**src/ffba_pkg.sv**
```systemverilog
// ffba_pkg: shared types and codes for the first-fit block allocator
// no dependencies
`timescale 1ns / 1ps
`default_nettype none
package ffba_pkg;

  typedef enum logic [2:0] {
    OP_INIT    = 3'd0,
    OP_ALLOC   = 3'd1,
    OP_FREE    = 3'd2,
    OP_DEFRAG  = 3'd3,
    OP_FREEALL = 3'd4
  } op_t;

  localparam logic [1:0] ST_OK       = 2'd0;
  localparam logic [1:0] ST_NO_SPACE = 2'd1;
  localparam logic [1:0] ST_NOT_FND  = 2'd2;
  localparam logic [1:0] ST_MOVE     = 2'd3;

  localparam logic [6:0] HEADER_RESET = 7'd16;

  typedef struct packed {
    logic [2:0] operation;
    logic [9:0] request_bytes;
    logic [9:0] payload_address;
  } in_item_t;

  typedef struct packed {
    logic [1:0]  status;
    logic [9:0]  granted_address;
    logic [9:0]  move_source;
    logic [9:0]  move_target;
    logic [10:0] move_length;
    logic        last_result;
  } out_item_t;

  typedef enum logic [3:0] {
    S_IDLE,
    S_INIT,
    S_ALLOC_SCAN,
    S_ALLOC_SPLIT,
    S_FREE_SCAN,
    S_FREEALL,
    S_DF_SCAN,
    S_DF_PLACE,
    S_DF_TAIL,
    S_DF_COMMIT,
    S_EMIT
  } state_t;

endpackage
`default_nettype wire

```
**src/first_fit_block_allocator.sv**
```systemverilog
// first_fit_block_allocator: top level, slot table and scan sequencer
// depends on ffba_pkg
`timescale 1ns / 1ps
`default_nettype none
// usage:
// - in channel: in_valid / in_stall / in_data beats carry one operation each
// - out channel: out_valid / out_stall / out_data beats carry one result each
// - cfg channel: cfg_valid / cfg_ready / cfg_data writes header_bytes (reset 16)
//   cfg_ready is high always; write only while idle
// - one operation at a time: in_stall is high from acceptance until its last
//   result beat is loaded into the output register
// - every scan walks the slot table one slot a cycle through one shared
//   compare unit: alloc and free scan up to TABLE_SLOTS slots, a split up
//   to TABLE_SLOTS more; init and free-all do not scan
// - defragment runs one address-order search over all TABLE_SLOTS slots per
//   used block and one more that finds none, with one move beat per moved
//   block and a final ok beat
// - stalls on out hold the result register; the sequencer waits
// - reset: synchronous, one free block covers the pool, no clearing pass
module first_fit_block_allocator #(
  parameter int POOL_BYTES  = 1024,
  parameter int TABLE_SLOTS = 16
) (
  input  wire                 clk,
  input  wire                 rst,
  input  wire                 in_valid,
  output logic                in_stall,
  input  ffba_pkg::in_item_t  in_data,
  output logic                out_valid,
  input  wire                 out_stall,
  output ffba_pkg::out_item_t out_data,
  input  wire                 cfg_valid,
  output logic                cfg_ready,
  input  wire  [6:0]          cfg_data
);
  import ffba_pkg::*;

  localparam int IW = (TABLE_SLOTS > 1) ? $clog2(TABLE_SLOTS) : 1;
  localparam int CW = $clog2(TABLE_SLOTS + 1);
  localparam int AW = $clog2(POOL_BYTES + 1) + 1;  // pool arithmetic width
  localparam logic [AW-1:0] POOL = AW'(POOL_BYTES);
  localparam logic [AW-1:0] PAY_RESET =
    (POOL > AW'(HEADER_RESET)) ? POOL - AW'(HEADER_RESET) : '0;

  logic [6:0] header_bytes;

  // slot table, read through the scan index and through sel and best
  logic [TABLE_SLOTS-1:0] slot_valid, slot_free, taken;
  logic [AW-1:0] slot_offset  [TABLE_SLOTS];
  logic [AW-1:0] slot_payload [TABLE_SLOTS];
  // staging for compaction results
  logic [AW-1:0] noff [TABLE_SLOTS];
  logic [AW-1:0] npay [TABLE_SLOTS];
  logic [TABLE_SLOTS-1:0] nfree;

  state_t state, state_next;
  in_item_t cur;
  logic [CW-1:0] idx;
  logic [IW-1:0] sel;     // slot found by scan
  logic [IW-1:0] best;
  logic          have_best;
  logic [CW-1:0] n;       // compaction count
  logic [AW-1:0] c;       // compaction cursor
  logic          more_moves;
  logic          out_load;
  out_item_t     res;

  logic [IW-1:0] ix;
  assign ix = idx[IW-1:0];
  logic [AW-1:0] hdr;
  assign hdr = AW'(header_bytes);

  // the shared compare unit: one slot per cycle
  logic [AW-1:0] cur_off, cur_pay, req_w, left, off_hdr;
  logic          fits, addr_hit, earlier;
  always_comb begin
    cur_off  = slot_offset[ix];
    cur_pay  = slot_payload[ix];
    req_w    = AW'(cur.request_bytes);
    left     = cur_pay - req_w;
    off_hdr  = cur_off + hdr;
    fits     = slot_valid[ix] && slot_free[ix] && (cur_pay >= req_w);
    addr_hit = slot_valid[ix] && (off_hdr == AW'(cur.payload_address));
    earlier  = slot_valid[ix] && !slot_free[ix] && !taken[ix] &&
               (!have_best || cur_off < slot_offset[best]);
  end

  logic scan_last;
  assign scan_last = (idx == CW'(TABLE_SLOTS - 1));
  logic [AW-1:0] total_best;
  assign total_best = hdr + slot_payload[best];

  assign cfg_ready = 1'b1;
  assign in_stall  = (state != S_IDLE);

  always_ff @(posedge clk) begin
    if (rst) header_bytes <= HEADER_RESET;
    else if (cfg_valid) header_bytes <= cfg_data;
  end

  always_ff @(posedge clk) begin
    if (rst) state <= S_IDLE;
    else state <= state_next;
  end

  always_comb begin
    state_next = state;
    case (state)
      S_IDLE: if (in_valid) begin
        case (in_data.operation)
          OP_INIT:    state_next = S_INIT;
          OP_ALLOC:   state_next = S_ALLOC_SCAN;
          OP_FREE:    state_next = S_FREE_SCAN;
          OP_DEFRAG:  state_next = S_DF_SCAN;
          OP_FREEALL: state_next = S_FREEALL;
          default:    state_next = S_EMIT;
        endcase
      end
      S_INIT, S_FREEALL: state_next = S_EMIT;
      S_ALLOC_SCAN: if (fits) begin
        state_next = (left > hdr) ? S_ALLOC_SPLIT : S_EMIT;
      end else if (scan_last) state_next = S_EMIT;
      S_ALLOC_SPLIT: if (!slot_valid[ix] || scan_last) state_next = S_EMIT;
      S_FREE_SCAN: if (addr_hit || scan_last) state_next = S_EMIT;
      S_DF_SCAN: if (scan_last) begin
        if (!(have_best || earlier)) state_next = S_DF_TAIL;
        else state_next = S_DF_PLACE;
      end
      S_DF_PLACE: if (!more_moves || !out_stall || !out_valid)
        state_next = S_DF_SCAN;
      S_DF_TAIL: state_next = S_DF_COMMIT;
      S_DF_COMMIT: state_next = S_EMIT;
      S_EMIT: if (!out_valid || !out_stall) state_next = S_IDLE;
      default: state_next = S_IDLE;
    endcase
  end

  // a move beat goes out only when the block changes place
  assign more_moves = (slot_offset[best] != c);

  // output register takes a new beat when empty or being drained
  assign out_load = (!out_valid || !out_stall) &&
                    (state == S_EMIT || (state == S_DF_PLACE && more_moves));

  always_ff @(posedge clk) begin
    if (rst) begin
      out_valid <= 1'b0;
      slot_valid <= TABLE_SLOTS'(1);
      slot_free <= TABLE_SLOTS'(1);
      for (int i = 0; i < TABLE_SLOTS; i++) begin
        slot_offset[i]  <= '0;
        slot_payload[i] <= (i == 0) ? PAY_RESET : '0;
      end
      idx <= '0;
    end else begin
      if (out_load) out_valid <= 1'b1;
      else if (out_valid && !out_stall) out_valid <= 1'b0;
      case (state)
        S_IDLE: begin
          idx <= '0; have_best <= 1'b0;
          taken <= '0; n <= '0; c <= '0;
          res <= '{status: ST_OK, granted_address: '0, move_source: '0,
                   move_target: '0, move_length: '0, last_result: 1'b1};
          if (in_valid) cur <= in_data;
        end
        S_INIT: begin
          slot_valid <= TABLE_SLOTS'(1); slot_free <= TABLE_SLOTS'(1);
          for (int i = 0; i < TABLE_SLOTS; i++) begin
            slot_offset[i]  <= '0;
            slot_payload[i] <= (i == 0 && POOL > hdr) ? POOL - hdr : '0;
          end
        end
        S_FREEALL: slot_free <= slot_free | slot_valid;
        S_ALLOC_SCAN: begin
          if (fits) begin
            sel <= ix;
            slot_free[ix] <= 1'b0;
            res.granted_address <= off_hdr[9:0];
            idx <= '0;
          end else begin
            idx <= idx + 1'b1;
            if (scan_last) res.status <= ST_NO_SPACE;
          end
        end
        S_ALLOC_SPLIT: begin
          if (!slot_valid[ix]) begin
            slot_valid[ix]   <= 1'b1;
            slot_free[ix]    <= 1'b1;
            slot_offset[ix]  <= slot_offset[sel] + hdr + req_w;
            slot_payload[ix] <= slot_payload[sel] - req_w - hdr;
            slot_payload[sel] <= req_w;
          end
          idx <= idx + 1'b1;
        end
        S_FREE_SCAN: begin
          if (addr_hit) slot_free[ix] <= 1'b1;
          else if (scan_last) res.status <= ST_NOT_FND;
          idx <= idx + 1'b1;
        end
        S_DF_SCAN: begin
          if (earlier) begin
            best <= ix; have_best <= 1'b1;
          end
          idx <= scan_last ? '0 : idx + 1'b1;
        end
        S_DF_PLACE: if (!more_moves || !out_valid || !out_stall) begin
          if (more_moves) begin
            out_data  <= '{status: ST_MOVE, granted_address: '0,
                           move_source: slot_offset[best][9:0],
                           move_target: c[9:0],
                           move_length: total_best[10:0],
                           last_result: 1'b0};
          end
          taken[best] <= 1'b1;
          noff[n[IW-1:0]]  <= c;
          npay[n[IW-1:0]]  <= slot_payload[best];
          nfree[n[IW-1:0]] <= 1'b0;
          n <= n + 1'b1;
          c <= c + total_best;
          have_best <= 1'b0;
        end
        S_DF_TAIL: begin
          if (n < CW'(TABLE_SLOTS) && POOL > c && (POOL - c) > hdr) begin
            noff[n[IW-1:0]]  <= c;
            npay[n[IW-1:0]]  <= POOL - c - hdr;
            nfree[n[IW-1:0]] <= 1'b1;
            n <= n + 1'b1;
          end
        end
        S_DF_COMMIT: begin
          for (int i = 0; i < TABLE_SLOTS; i++) begin
            if (CW'(i) < n) begin
              slot_valid[i]   <= 1'b1;
              slot_free[i]    <= nfree[i];
              slot_offset[i]  <= noff[i];
              slot_payload[i] <= npay[i];
            end else begin
              slot_valid[i]   <= 1'b0;
              slot_free[i]    <= 1'b0;
              slot_offset[i]  <= '0;
              slot_payload[i] <= '0;
            end
          end
        end
        S_EMIT: if (!out_valid || !out_stall) begin
          out_data  <= res;
        end
        default: ;
      endcase
    end
  end

  // a result beat only leaves while an operation is in flight
  a_out_busy: assert property (@(posedge clk) disable iff (rst)
    $rose(out_valid) |-> $past(state) == S_EMIT || $past(state) == S_DF_PLACE)
    else $error("result beat outside an operation");
  // input taken only in idle
  a_in_idle: assert property (@(posedge clk) disable iff (rst)
    (in_valid && !in_stall) |-> state == S_IDLE)
    else $error("input accepted while busy");
  // a move beat is never the last one
  a_move_last: assert property (@(posedge clk) disable iff (rst)
    (out_valid && out_data.status == ST_MOVE) |-> !out_data.last_result)
    else $error("move beat marked last");

endmodule
`default_nettype wire
```
**config.mk**
```make
export PLATFORM = sky130hd
export DESIGN_NAME = first_fit_block_allocator
export DESIGN_NICKNAME = d
export VERILOG_FILES = /design/src/ffba_pkg.sv /design/src/first_fit_block_allocator.sv
export SDC_FILE = /design/constraint.sdc
export NUM_CORES = 2
export LEC_CHECK = 0
export BUFFER_PORTS_ARGS = -buffer_cell sky130_fd_sc_hd__buf_4
export CAP_MARGIN = 20
export CORE_MARGIN = 3
export CORE_UTILIZATION = 50
export CTS_CLUSTER_DIAMETER = 50
export DETAILED_ROUTE_END_ITERATION = 12
export PLACE_DENSITY = 0.62
export SLEW_MARGIN = 30
export SYNTH_ARGS = -nofsm -noshare
export SYNTH_HDL_FRONTEND = slang
export SYNTH_SLANG_ARGS = --single-unit
```
**constraint.sdc**
```tcl
create_clock -name clk -period 10.7 [get_ports clk]
set_input_delay 0.535 -clock clk [delete_from_list [all_inputs] [get_ports clk]]
set_output_delay 0.535 -clock clk [all_outputs]
set_load 0.1 [all_outputs]
```
After elaboration in Yosys (flattened, before gate mapping)
Memories as Yosys holds them, arrays and structs flattened. A register that Yosys moved wholly into a read port is not among the register bits.
Cells that the tools add are included.
Operators by class
  add/sub/neg operators: 13
  $lt $le $gt $ge: 29
  equality and inequality tests: 35
  muxes and demuxes: 336
  bitwise gates (word level): 108
  reduce and logical (&&, ||, !) cells: 63
Operator list (count)
  12-bit 2-to-1 mux: 103
  1-bit 2-to-1 mux: 174
  44-bit 2-to-1 mux: 3
  16-bit 2-to-1 mux: 7
  1-bit bitwise OR: 98
  16-bit one-hot mux with 6 select lines: 1
  44-bit one-hot mux with 2 select lines: 1
  4-bit 2-to-1 mux: 21
  16-bit bitwise OR: 5
  16-bit one-hot mux with 2 select lines: 2
  16-bit one-hot mux with 3 select lines: 1
  4-bit by 5-bit less-than comparator with 1-bit output, first input constant: 8
  4-bit one-hot mux with 9 select lines: 1
  12-bit OR reduction: 3
  16-bit AND: 2
  16-bit NOT: 2
  2-bit inequality test, second input constant: 15
  12-bit by 7-bit adder with 12-bit output: 2
  12-bit by 7-bit greater-than comparator with 1-bit output: 2
  12-bit one-hot mux with 2 select lines: 1
  12-bit by 10-bit subtractor with 12-bit output: 2
  12-bit by 7-bit subtractor with 12-bit output: 2
  3-bit by 5-bit less-than comparator with 1-bit output, first input constant: 4
  5-bit 2-to-1 mux: 4
  other kinds (55): 120
Storage, ports and cells
  flip-flop bits (word level): 183
  RAM bits: 768
  input bits: 35
  logic and storage cells: 611
  memories: 4
Memory list
  noff: depth 16, bits a word 12, read ports 16, clocked after memory_dff 0, write ports 1, line first_fit_block_allocator.sv:52  | logic [AW-1:0] noff [TABLE_SLOTS];
  npay: depth 16, bits a word 12, read ports 16, clocked after memory_dff 0, write ports 1, line first_fit_block_allocator.sv:53  | logic [AW-1:0] npay [TABLE_SLOTS];
  slot_offset: depth 16, bits a word 12, read ports 3, clocked after memory_dff 3, write ports 16, line first_fit_block_allocator.sv:49  | logic [AW-1:0] slot_offset [TABLE_SLOTS];
  slot_payload: depth 16, bits a word 12, read ports 3, clocked after memory_dff 3, write ports 16, line first_fit_block_allocator.sv:50  | logic [AW-1:0] slot_payload [TABLE_SLOTS];

Longest topological paths before layout
  word-level depth: 10
  mapped depth: 26

Least setup slack after synthesis
OpenSTA, ideal clock, no wires.
  path kind: register -> register
  start point: reg (tool-made name)
  end point: reg out_data[0] in the netlist's numbering, enable pin
  setup time: 0.512 ns
  data arrival time: 5.651 ns
  required time: 10.188 ns
  slack: 4.537 ns
  cell stages (with the launch flop): 13
  buffers on the path: 4
  period minus slack after synthesis: 6.163 ns
  cells stage by stage: dfxtp_1 > buf_2 > buf_6 > buf_6 > buf_2 > mux4_2 > mux2i_1 > xor2_1 > nand4_1 > o21ai_0 > nand4b_1 > a21oi_1 > a211oi_1
RTL lines
  end signal: assignment: line first_fit_block_allocator.sv:208  | out_data <= '{status: ST_MOVE, granted_address: '0,
  end signal: assignment: line first_fit_block_allocator.sv:246  | out_data <= res;
  end: declaration: line first_fit_block_allocator.sv:31  | output ffba_pkg::out_item_t out_data,

==> impl_results.md <==
- Via count: 37100
- Setup Skew: 0.0264 ns
- WS Path Type: reg -> reg
- P&R area growth vs syn: 12.9%
- Design Power: 13.7 mW
- Final Hold Vio Count: 0
- Wire length per cell: 36.9 µm
- Max-cap viol count: 0
- DRT antenna net count: 0
- Final worst path period share: 0.575
- Hold Buf Count CTS: 18
- Post-synth cell types: 83
- Routability congestion estimate: 0.985
- RSZ-0062 raised after global routing: false
- Total global routing overflow: 0
- CTS tree: yes
- 1st-iter DRT viols: 5844
- Die Wd: 325 µm
- PostCTS Resize Cnt: 0
- Minimum clock period: 6.15 ns
- LEAKAGE: 19.9 nW
- Clock transition at the registers of the reported paths: 0.07 ns
- Crit start category: flop
- Setup Fix Bufs, Post-CTS: 0
- Fin util: 0.571
- Worst-path maximum fanout: 51
- HP Start: in_data[2]
- Chip height: 325 µm
- HP Class: in -> reg
- PwrDens: 240 nW/µm²
- Final setup viols: 0
- Yosys warns: 0
- First-pass GRT wire length: 269000 µm
- Core area: 100000 µm²
- Slew Limit Fails: 0
- NumNets Final: 3870
- FF-to-FF path depth: 15
- Hold path depth: 1
- DRC Markers: 0
- CP Data Required Time: 11.26 ns
- Die area: 105000 µm²
- Synthesized flop and latch total: 963
- Worst-Skew Late Latency: 0.72 ns
- Worst hold slack: 0.0338 ns
- FFs w/ async S/R, synth: 0
- Crit path DAT: 6.71 ns
- Top_reg_cell synth: edfxtp_1
- IO Count: 82
- Slew headroom: 0.293
- FMAX: 162 MHz
- Clock sinks: 963
- Initial antenna violation count: 7
- Crit-path slowest cell: dfxtp_4
- Syn nets: 3811
- EDFF count, synth: 870
- Seq/Total Area, Yosys: 0.552
- Finished Layout Cells: 5173
- Starting Density: 0.506
- Root buf cell: clkbuf_16
- Rows: 116
- Post-Syn Instances: 3656
- Final WL: 191000 µm
- Hpwl dp: 132000 µm
- CP top delay family: compound AO/OA/AOI/OAI gates
- Avg Vias per Cell: 7.17
- Vias in the first global route: 35700
- Clock Path Buffers: 3
- Status: finished, final reports clean
- CP peak stage delay: 0.95 ns
- Fillers: 7861
- Placed insts: 4934
- Worst R2R End: slot_payload[1][10]$_SDFFE_PP0P_
- First-pass DRT Iterations: 6
- Worst-Margin Slew: 1.06 ns
- Maximum VDD drop: 0.000193 V
- CP bufs+invs: 1
- Share of cells above drive strength 1: 0.231
- Cell Area, Synth: 50700 µm²
- Hold endpoint: cur[2]$_DFFE_PP_
- CP most frequent cell: a21oi_1
- TritonCTS Buffers: 116
- CTS H-Tree Depth: 3
- Largest net degree at the start of global routing: 96
- All-Layer GR Usage: 0.356
- Synthesized area per cell: 13.9 µm²
- Fin Setup TNS: 0 ns
- IO Port Bufs: 80
- R2r setup slk: 4.55 ns
- Cell Chain, Critical Path: buf_4 > mux4_2 > mux4_2 > fa_1 > ha_1 > a21o_1 > a21oi_1 > o21bai_1 > a21oi_1 > o21ai_0 > a21oi_1 > nand3b_1 > nand3_1 > a222oi_1 > a21oi_1
- Type of element capturing the critical path: flop
how the worst max path moves through the flow:
stage	from	depth (start not counted)	slack, ns	endpoint
2_1_floorplan	flop	12	4.54	out_data[0]$_DFFE_PP_
5_1_grt	flop	18	4.26	c[11]$_SDFFCE_PN0P_
3_5_place_dp	flop	17	4.70	slot_free[3]$_SDFFE_PP0P_
3_3_place_gp	flop	18	4.74	c[11]$_SDFFCE_PN0P_
4_1_cts	flop	17	4.68	slot_free[13]$_SDFFE_PP0P_
6_report	flop	15	4.55	slot_payload[1][10]$_SDFFE_PP0P_
logic make-up after synthesis:
group                    Yosys count  synth area share
AO/OA/AOI/OAI                    929             0.130
XOR/XNOR                         103            0.0186
adder cells (fa/ha/maj)          120            0.0326
buffers and inverters            411            0.0328
flip-flops                       963             0.552
multiplexers                     411             0.170
other                              1         0.0000739
AND/OR/NAND/NOR                  718            0.0641
area by class of cell:
class,instances,area [µm²],area share
Antenna cell,2,5.00,0.0000874
Sequential cell,963,28000,0.489
Tap cell,1357,1700,0.0297
Inverter,109,409,0.00715
Timing Repair Buffer,243,1900,0.0332
Clock inverter,79,791,0.0138
Multi-Input combinational cell,2282,21400,0.373
Clock buffer,138,3080,0.0538
synthesized netlist by cell type, drive strengths merged (7+ instances only):
master  instances  area share
or2             7     0.00086
nand4          10      0.0012
a31oi          15      0.0020
nor2          267       0.020
a32oi           9      0.0016
o211ai         11      0.0016
fa             20      0.0079
and2           19      0.0023
clkbuf        238       0.018
mux2           22      0.0049
nor4           11      0.0015
o31ai           8      0.0015
a211oi         41      0.0074
nand2b         14      0.0017
o21bai         14      0.0021
a21o           18      0.0027
xnor2          64       0.011
and3           38      0.0047
a221oi         93       0.016
mux2i          33      0.0065
a21boi          8      0.0013
a21oi         270       0.027
a22oi          74       0.011
xor2           36      0.0062
dfxtp          93       0.037
o32ai          15      0.0045
edfxtp        870        0.52
a22o          164       0.028
or3            11      0.0014
a222oi         15      0.0030
nor2b          44      0.0054
nor3           31      0.0031
buf            64      0.0070
inv           107      0.0079
ha            100       0.025
nand2         210       0.016
nand3          39      0.0038
o21ai         135       0.013
mux4          356        0.16
placed cells by master, fill, tap and decap left out, drive strengths merged, types with 74 or more instances in the layout:
cell type / synthesis / final
nand2: 210 / 210
nor2: 267 / 267
a22o: 164 / 164
a22oi: 74 / 74
ha: 100 / 100
a221oi: 93 / 93
o21ai: 135 / 135
edfxtp: 870 / 870
inv: 107 / 127
a21oi: 270 / 270
clkbuf: 238 / 138
buf: 64 / 225
dfxtp: 93 / 93
mux4: 356 / 356
per-layer routing:
metal | part of all wire | track usage
met1 | 0.37 | 0.496
met2 | 0.42 | 0.506
met3 | 0.16 | 0.138
met4 | 0.040 | 0.135
met5 | 0.00014 | 0
state kept, by name (all words and copies together), names as in the netlist, 4 cells and up, named ones only:
register      cells
best              4
c                12
cur              20
header_bytes      7
idx               5
n                 5
noff            192
npay            192
out_data         44
res              12
sel               4
slot_free        16
slot_offset     192
slot_payload    192
slot_valid       16
state             4
taken            16
per-stage QoR:
stage | area, µm² | setup WS [ns]
6_report | 57300 | 4.55
4_1_cts | 57200 | 4.68
3_3_place_gp | 53100 | 4.74
3_5_place_dp | 53100 | 4.70
2_1_floorplan | 50700 | 4.54
5_1_grt | 57300 | 4.26
report_power, final:
part / total (mW) / leakage (nW) / switching [mW] / internal (mW)
Sequential: 4.95 / 9.14 / 0.360 / 4.59
Clock: 4.01 / 1.89 / 1.68 / 2.34
Combinational: 4.78 / 8.86 / 3.21 / 1.58
worst register-to-register path, delay by kind of cell (launching register included):
| family | cells | cell delay [ns] |
|---|---|---|
| compound gates | 8 | 1.75 |
| simple gates | 2 | 0.76 |
| mux | 2 | 0.98 |
| buf+inv | 1 | 0.76 |
| flops | 1 | 0.95 |
| fa+ha+maj | 2 | 0.79 |
No activity file was read; power rests on OpenSTA's default activity.
